[src/rtl/crc8cf_pkg.sv]
// Shared types, link constants and the CRC-8 byte update for the command framer.
// Depends on nothing; every other file in rtl refers to it by scoped names.
package crc8cf_pkg;

    localparam logic [7:0] FRAME_MARK  = 8'h55;
    localparam logic [7:0] REPLY_MARK  = 8'hAA;
    localparam logic [7:0] CRC_POLY    = 8'h31;
    localparam logic [7:0] CRC_INIT    = 8'hFF;
    localparam logic [7:0] CRC_TOP     = 8'h80;
    localparam logic [7:0] STATUS_GOOD = 8'h00;

    // Results one item can raise, and result queue depth
    localparam int MAX_RES   = 4;
    localparam int QDEPTH    = 8;
    localparam int QPTR_W    = $clog2(QDEPTH);
    localparam int QCNT_W    = $clog2(QDEPTH + 1);
    localparam int RESCNT_W  = $clog2(MAX_RES + 1);

    typedef enum logic [1:0] {
        REQ_START   = 2'd0,
        REQ_PAYLOAD = 2'd1,
        REQ_REPLY   = 2'd2
    } req_t;

    typedef enum logic [1:0] {
        KIND_TX      = 2'd0,
        KIND_VERDICT = 2'd1,
        KIND_SEQ_ERR = 2'd2
    } kind_t;

    typedef enum logic [1:0] {
        VERDICT_OK       = 2'd0,
        VERDICT_DEV_ERR  = 2'd1,
        VERDICT_BAD_MARK = 2'd2,
        VERDICT_BAD_CRC  = 2'd3
    } verdict_t;

    typedef enum logic [1:0] {
        RCNT_NONE  = 2'd0,
        RCNT_FIRST = 2'd1,
        RCNT_TWO   = 2'd2
    } rcnt_t;

    typedef struct packed {
        kind_t       kind;
        logic [7:0]  tx_byte;
        logic        end_of_run;
        logic        frame_done;
        logic [7:0]  reply_status;
        verdict_t    verdict;
    } link_res_t;

    typedef struct packed {
        logic [RESCNT_W-1:0]          count;
        link_res_t [MAX_RES-1:0]      res;
    } bundle_t;

    // CRC-8, MSB first, one byte folded into the running value
    function automatic logic [7:0] crc8_feed(input logic [7:0] crc, input logic [7:0] b);
        logic [7:0] c;
        c = crc ^ b;
        for (int i = 0; i < 8; i++)
        begin
            if ((c & CRC_TOP) != 8'h00)
                c = {c[6:0], 1'b0} ^ CRC_POLY;
            else
                c = {c[6:0], 1'b0};
        end
        return c;
    endfunction

    function automatic link_res_t make_result(input kind_t kind, input logic [7:0] tx,
                                              input logic done, input logic [7:0] status,
                                              input verdict_t verdict);
        link_res_t r;
        r.kind         = kind;
        r.tx_byte      = tx;
        r.end_of_run   = 1'b0;
        r.frame_done   = done;
        r.reply_status = status;
        r.verdict      = verdict;
        return r;
    endfunction

endpackage

[src/rtl/crc8cf_core.sv]
// Input register, frame and reply state, and the single-pass result bundle builder.
// Depends on crc8cf_pkg for types, constants and the CRC-8 update.
module crc8cf_core (
    input  logic                  clk,
    input  logic                  rst_n,
    input  logic                  accept,
    input  logic [1:0]            req_type,
    input  logic [7:0]            command_code,
    input  logic [7:0]            payload_length,
    input  logic [7:0]            data_byte,
    output crc8cf_pkg::bundle_t   bundle
);

    logic                item_valid_reg;
    logic [1:0]          req_reg;
    logic [7:0]          cmd_reg;
    logic [7:0]          len_reg;
    logic [7:0]          data_reg;

    logic [7:0]          crc_reg,        crc_next;
    logic [7:0]          left_reg,       left_next;
    logic                open_reg,       open_next;
    crc8cf_pkg::rcnt_t   rcnt_reg,       rcnt_next;
    logic [7:0]          first_reg,      first_next;
    logic [7:0]          second_reg,     second_next;
    logic [7:0]          expect_reg,     expect_next;

    logic [7:0]          hdr_crc;
    logic [7:0]          pay_crc;
    logic [7:0]          left_dec;
    crc8cf_pkg::verdict_t verdict;
    crc8cf_pkg::bundle_t b;

    // Register the accepted beat and its valid flag for the result bundle builder
    always_ff @(posedge clk or negedge rst_n)
    begin
        if (!rst_n)
            item_valid_reg <= 1'b0;
        else
            item_valid_reg <= accept;
    end

    always_ff @(posedge clk)
    begin
        if (accept)
        begin
            req_reg  <= req_type;
            cmd_reg  <= command_code;
            len_reg  <= payload_length;
            data_reg <= data_byte;
        end
    end

    always_ff @(posedge clk or negedge rst_n)
    begin
        if (!rst_n)
        begin
            crc_reg    <= crc8cf_pkg::CRC_INIT;
            left_reg   <= 8'h00;
            open_reg   <= 1'b0;
            rcnt_reg   <= crc8cf_pkg::RCNT_NONE;
            first_reg  <= 8'h00;
            second_reg <= 8'h00;
            expect_reg <= 8'h00;
        end
        else
        begin
            crc_reg    <= crc_next;
            left_reg   <= left_next;
            open_reg   <= open_next;
            rcnt_reg   <= rcnt_next;
            first_reg  <= first_next;
            second_reg <= second_next;
            expect_reg <= expect_next;
        end
    end

    assign hdr_crc  = crc8cf_pkg::crc8_feed(crc8cf_pkg::crc8_feed(crc8cf_pkg::CRC_INIT, cmd_reg),
                                            len_reg);
    assign pay_crc  = crc8cf_pkg::crc8_feed(crc_reg, data_reg);
    assign left_dec = left_reg - 8'd1;

    always_comb
    begin
        if (first_reg != crc8cf_pkg::REPLY_MARK)
            verdict = crc8cf_pkg::VERDICT_BAD_MARK;
        else if (data_reg != expect_reg)
            verdict = crc8cf_pkg::VERDICT_BAD_CRC;
        else if (second_reg != crc8cf_pkg::STATUS_GOOD)
            verdict = crc8cf_pkg::VERDICT_DEV_ERR;
        else
            verdict = crc8cf_pkg::VERDICT_OK;
    end

    always_comb
    begin
        crc_next    = crc_reg;
        left_next   = left_reg;
        open_next   = open_reg;
        rcnt_next   = rcnt_reg;
        first_next  = first_reg;
        second_next = second_reg;
        expect_next = expect_reg;
        b.count     = '0;
        for (int i = 0; i < crc8cf_pkg::MAX_RES; i++)
            b.res[i] = crc8cf_pkg::make_result(crc8cf_pkg::KIND_TX, 8'h00, 1'b0, 8'h00,
                                               crc8cf_pkg::VERDICT_OK);

        if (item_valid_reg)
        begin
            unique case (req_reg)
                crc8cf_pkg::REQ_START:
                begin
                    if (open_reg)
                    begin
                        open_next  = 1'b0;
                        left_next  = 8'h00;
                        crc_next   = crc8cf_pkg::CRC_INIT;
                        b.count    = crc8cf_pkg::RESCNT_W'(1);
                        b.res[0]   = crc8cf_pkg::make_result(crc8cf_pkg::KIND_SEQ_ERR, 8'h00,
                                         1'b0, 8'h00, crc8cf_pkg::VERDICT_OK);
                    end
                    else
                    begin
                        b.res[0] = crc8cf_pkg::make_result(crc8cf_pkg::KIND_TX,
                                       crc8cf_pkg::FRAME_MARK, 1'b0, 8'h00,
                                       crc8cf_pkg::VERDICT_OK);
                        b.res[1] = crc8cf_pkg::make_result(crc8cf_pkg::KIND_TX, cmd_reg,
                                       1'b0, 8'h00, crc8cf_pkg::VERDICT_OK);
                        b.res[2] = crc8cf_pkg::make_result(crc8cf_pkg::KIND_TX, len_reg,
                                       1'b0, 8'h00, crc8cf_pkg::VERDICT_OK);
                        if (len_reg == 8'h00)
                        begin
                            b.count  = crc8cf_pkg::RESCNT_W'(4);
                            b.res[3] = crc8cf_pkg::make_result(crc8cf_pkg::KIND_TX, hdr_crc,
                                           1'b1, 8'h00, crc8cf_pkg::VERDICT_OK);
                            crc_next = crc8cf_pkg::CRC_INIT;
                        end
                        else
                        begin
                            b.count   = crc8cf_pkg::RESCNT_W'(3);
                            crc_next  = hdr_crc;
                            left_next = len_reg;
                            open_next = 1'b1;
                        end
                    end
                end
                crc8cf_pkg::REQ_PAYLOAD:
                begin
                    if (!open_reg)
                    begin
                        b.count  = crc8cf_pkg::RESCNT_W'(1);
                        b.res[0] = crc8cf_pkg::make_result(crc8cf_pkg::KIND_SEQ_ERR, 8'h00,
                                       1'b0, 8'h00, crc8cf_pkg::VERDICT_OK);
                    end
                    else
                    begin
                        b.res[0]  = crc8cf_pkg::make_result(crc8cf_pkg::KIND_TX, data_reg,
                                        1'b0, 8'h00, crc8cf_pkg::VERDICT_OK);
                        left_next = left_dec;
                        if (left_dec == 8'h00)
                        begin
                            b.count   = crc8cf_pkg::RESCNT_W'(2);
                            b.res[1]  = crc8cf_pkg::make_result(crc8cf_pkg::KIND_TX, pay_crc,
                                            1'b1, 8'h00, crc8cf_pkg::VERDICT_OK);
                            crc_next  = crc8cf_pkg::CRC_INIT;
                            open_next = 1'b0;
                        end
                        else
                        begin
                            b.count  = crc8cf_pkg::RESCNT_W'(1);
                            crc_next = pay_crc;
                        end
                    end
                end
                crc8cf_pkg::REQ_REPLY:
                begin
                    unique case (rcnt_reg)
                        crc8cf_pkg::RCNT_NONE:
                        begin
                            first_next = data_reg;
                            rcnt_next  = crc8cf_pkg::RCNT_FIRST;
                        end
                        crc8cf_pkg::RCNT_FIRST:
                        begin
                            second_next = data_reg;
                            expect_next = crc8cf_pkg::crc8_feed(crc8cf_pkg::CRC_INIT, data_reg);
                            rcnt_next   = crc8cf_pkg::RCNT_TWO;
                        end
                        default:
                        begin
                            b.count   = crc8cf_pkg::RESCNT_W'(1);
                            b.res[0]  = crc8cf_pkg::make_result(crc8cf_pkg::KIND_VERDICT, 8'h00,
                                            1'b0, second_reg, verdict);
                            rcnt_next = crc8cf_pkg::RCNT_NONE;
                        end
                    endcase
                end
                default:
                begin
                    b.count  = crc8cf_pkg::RESCNT_W'(1);
                    b.res[0] = crc8cf_pkg::make_result(crc8cf_pkg::KIND_SEQ_ERR, 8'h00,
                                   1'b0, 8'h00, crc8cf_pkg::VERDICT_OK);
                end
            endcase
        end

        // Mark the last result of the run
        for (int i = 0; i < crc8cf_pkg::MAX_RES; i++)
        begin
            if (b.count == crc8cf_pkg::RESCNT_W'(i + 1))
                b.res[i].end_of_run = 1'b1;
        end
    end

    assign bundle = b;

endmodule

[config.mk]
export PLATFORM = sky130hd
export DESIGN_NAME = crc8cf_core
export DESIGN_NICKNAME = d
export VERILOG_FILES = /design/src/rtl/crc8cf_pkg.sv /design/src/rtl/crc8cf_core.sv
export SDC_FILE = /design/constraint.sdc
export NUM_CORES = 1
export LEC_CHECK = 0
export ABC_AREA = 1
export ABC_CLOCK_PERIOD_IN_PS = 2000
export BUFFER_PORTS_ARGS = -buffer_cell sky130_fd_sc_hd__buf_2
export CAP_MARGIN = 20
export CORE_MARGIN = 8
export CORE_UTILIZATION = 40
export CTS_CLUSTER_DIAMETER = 60
export CTS_CLUSTER_SIZE = 8
export DETAILED_ROUTE_END_ITERATION = 16
export PLACE_DENSITY_LB_ADDON = 0.2
export SETUP_SLACK_MARGIN = 0.05
export SLEW_MARGIN = 10
export SYNTH_ARGS = -nofsm -noshare
export SYNTH_HDL_FRONTEND = slang
export SYNTH_SLANG_ARGS = --single-unit
[constraint.sdc]
create_clock -name clk -period 2 [get_ports clk]
set_clock_uncertainty 0.05 [all_clocks]
set_input_delay 0.2 -clock clk [delete_from_list [all_inputs] [get_ports clk]]
set_output_delay 0.2 -clock clk [all_outputs]
set_load 0.05 [all_outputs]
==> results.md <==
* Crit path DAT at 2.53 ns
* Synthesized cell area at 4870 sq um
* Post-synth EDFFs at 26
* TritonCTS clock tree: done
* Largest net degree at the start of global routing at 45
* Maximum VDD drop at 810 uV
* Seq/Total Area, Yosys at between 30% and 40%
* Hold WC Path Type: input port to flip-flop
* F_max at 360 MHz
* Top delay family on crit path: simple AND/OR/NAND/NOR gates
* Antenna-violating nets left at 0
* RSZ-0062 raised after global routing: true
* Final setup vio count at 50
* DP Wirelength at 11.1 mm
* Mapped Avg Cell Area at 7.60 sq um
* Critical path, cell by cell: buf_6, xnor2_2, nand2_1, nand2_1, nand2_2, nand2_2, nand2_4, nand2_4, nand2_1, nand3_1, nand2_2, inv_2, nand2_4, a21oi_4, buf_6
* Core Footprint at between 10000 and 15000 sq um
* Clock tree buffer depth at 2
* Fin. Hold Viols at 0
* Vias in the first global route at 5087
* Antenna violations before repair at 0
* Post-route cell area at 8880 sq um
* Critical path fanouts, max at 5
* WHS Endpoint: req_reg[1]$_DFFE_PP_
* Gr ovfl total at 0
* Syn-to-layout area delta at 82.4%
* DRT Pass-1 Iters at 5
* DRC violations left at 0
* Clock share of power at ~15%
* Worst-Skew Late Latency at 0.35 ns
* Power Dens Cells at 1230 nW/um^2
* Final min period at 2.78 ns
* Reg2Reg Setup Slack at -0.42 ns
* Initial drt markers at between 400 and 500
* P_int at 6.02 mW
* #FFs+latches synth at 70
* Clock transition at path regs at ~0.060 ns
* Ys flop type: dfrtp_1
* Final hold slack at between 0.03 and 0.04 ns
* Failing checks: negative setup slack
* Kind of start point of the critical path: flip-flop
* Count leader, synth: nand2_1
* Inst Count DP at about 960
* Critical Path RT at between 1.5 and 2 ns
* Post-DP Area at approximately 6500 sq um
* WL final at about 18 mm
* Yosys cell types at 41
* Leakage at just over 4 nW
* Power Total at 10.9 mW
* Post-route setup slack at -0.776 ns
* Die Wd at roughly 130 um
* Pins Over Slew Limit at 0
* WP buf/inv at 3
* Top cell type's share of synthesized area at 18.5%
* R2r worst-path depth at 17
* CTS Buf Count at 9
* I/O Buffers at 81
* Worst Tran Pin Value at 0.659 ns
* Reg2Reg Launch Point: cmd_reg[3]$_DFFE_PP_
* Via count at 5377
* Depth of the worst hold-timing path at 1
* Final Cycle Share at 139%
* P_sw at about 5 mW
* ANT cells at 0
* Die area at 16000 sq um
* MaxCap Viol Count at 0
* Total Routing Usage GR at 19.4%
* Final setup TNS at -19.05 ns
* Fraction of registers with async set/reset at 62.9%
* Synth top area cells: dfrtp_1 (18%), edfxtp_1 (16%), nand2_1 (12%), buf_4 (6.0%), inv_1 (6.0%)
* Crit. End Element: output port
* Yosys warns at 0
* Die span in y at 126 um
* First-pass GRT wire length at 25.1 mm
* Most instantiated cells after synthesis: nand2_1 (159), inv_1 (78), nor2_1 (64), buf_4 (39), o21ai_0 (37)
* NumNets Final at 937
* Headroom to the max-slew limit at between 50% and 60%
* HP Start: req_type[1]
* Wire per inst at 17.4 um
* H-tree depth reported by CTS at 3
* Crit Reg-Reg Endpoint: crc_reg[5]$_DFFE_PN1P_
* Sw Ratio at 44.9%
* Cell Count, Final, Fillers Out at between 1000 and 1500
* Layout cell share with drive strength beyond 1 at 54.8%
* Cell taking the most area after synthesis: dfrtp_1
* Status: finished, violations left
* Clock Sinks at 70
* Syn Inst Count at 641
* Critical Path Max Stage Delay at 0.48 ns
* Initial core utilization at 40.7%
* Crit Path Category: flip-flop to output port
* CP max-delay cell: edfxtp_1
* Clock Tree Root: clkbuf_16
* Via/cell ratio at 5.08
* Logic pwr share at 64.0%
* Flop pwr share at 21.4%
* Number of cell rows at 40
* Io pins at 120
* RePlAce Congestion at about 0.84
cells by family (layout without fill, tap and decap cells):
| group | Yosys count | in the layout | synth area share [%] |
|---|---|---|---|
| and+or+nand+nor | 297 | 297 | 26.1 |
| adders and majority gates | 2 | 2 | 0.514 |
| muxes | 1 | 1 | 0.231 |
| buffers and inverters | 138 | 371 | 13.9 |
| AOI/OAI and AO/OA | 74 | 74 | 8.61 |
| DFF | 70 | 70 | 38.8 |
| xor gates and xnor gates | 58 | 58 | 11.6 |
| other | 1 | 38 | 0.0770 |
cell usage in the layout (no fill, tap or decap), types with 12 or more instances in the layout:
cell type	instances
buf_8	19
o21ai_0	31
xor2_1	16
buf_6	71
inv_1	52
dfrtp_1	36
xnor2_1	12
nand2_1	110
edfxtp_1	26
nor2_4	35
nand3_2	12
dlygate4sd3_1	26
buf_2	28
conb_1	38
nor2_1	20
nand3_1	20
nand2_4	25
nand2_2	37
inv_2	23
buf_4	126
per-stage QoR:
| stage | util (%) | setup slack, ns |
|---|---|---|
| final | 74.3 | -0.776 |
| after global routing | 74.3 | -0.877 |
| after CTS | 67.8 | -0.572 |
| after detailed placement | 54.0 | -0.322 |
| after global placement | 54.0 | -0.281 |
| after floorplan | - | -0.353 |
what timing repair did:
action,CTS,global route
setup buffers,41,30
setup endpoints to repair,64,77
hold buffers,26,0
resized for setup,221,157
pin swaps,49,65
hold endpoints to repair,61,0
final cells by class:
class,instances,area [sq um]
well taps,147,184
clock inverters,6,51.3
repair buffers,272,2470
flip-flops and latches,70,1890
inverters,83,342
multi-input cells,470,3710
clock buffers,10,239
fillers,746,3080
per-layer routing:
layer / GRT usage [%] / vias up / share of wire (%)
met4: 5.31 / 0 / 2.8
met1: 24.0 / 2604 / 39
met5: 0 / - / 0
met2: 33.2 / 242 / 51
li1: - / 2484 / -
met3: 4.57 / 47 / 7.5
worst max-delay path by stage:
stage / from / end / slack [ns] / depth (start not counted)
6_report: cmd_reg[3]$_DFFE_PP_ / bundle[83] / -0.78 / 15
5_1_grt: cmd_reg[3]$_DFFE_PP_ / bundle[83] / -0.88 / 15
2_1_floorplan: len_reg[5]$_DFFE_PP_ / bundle[83] / -0.35 / 9
4_1_cts: data_reg[7]$_DFFE_PP_ / bundle[41] / -0.57 / 10
3_5_place_dp: cmd_reg[7]$_DFFE_PP_ / bundle[83] / -0.32 / 13
3_3_place_gp: cmd_reg[7]$_DFFE_PP_ / bundle[83] / -0.28 / 13
power by group through the flow:
stage	clock network [mW]	logic [mW]	registers, mW
final	1.60	6.99	2.34
after global routing	1.65	7.44	2.38
after CTS	1.60	5.67	2.32
after detailed placement	0	4.65	2.34
after global placement	0	4.56	2.32
after floorplan	0	3.15	2.26
Power figures use the tool's default switching activity.
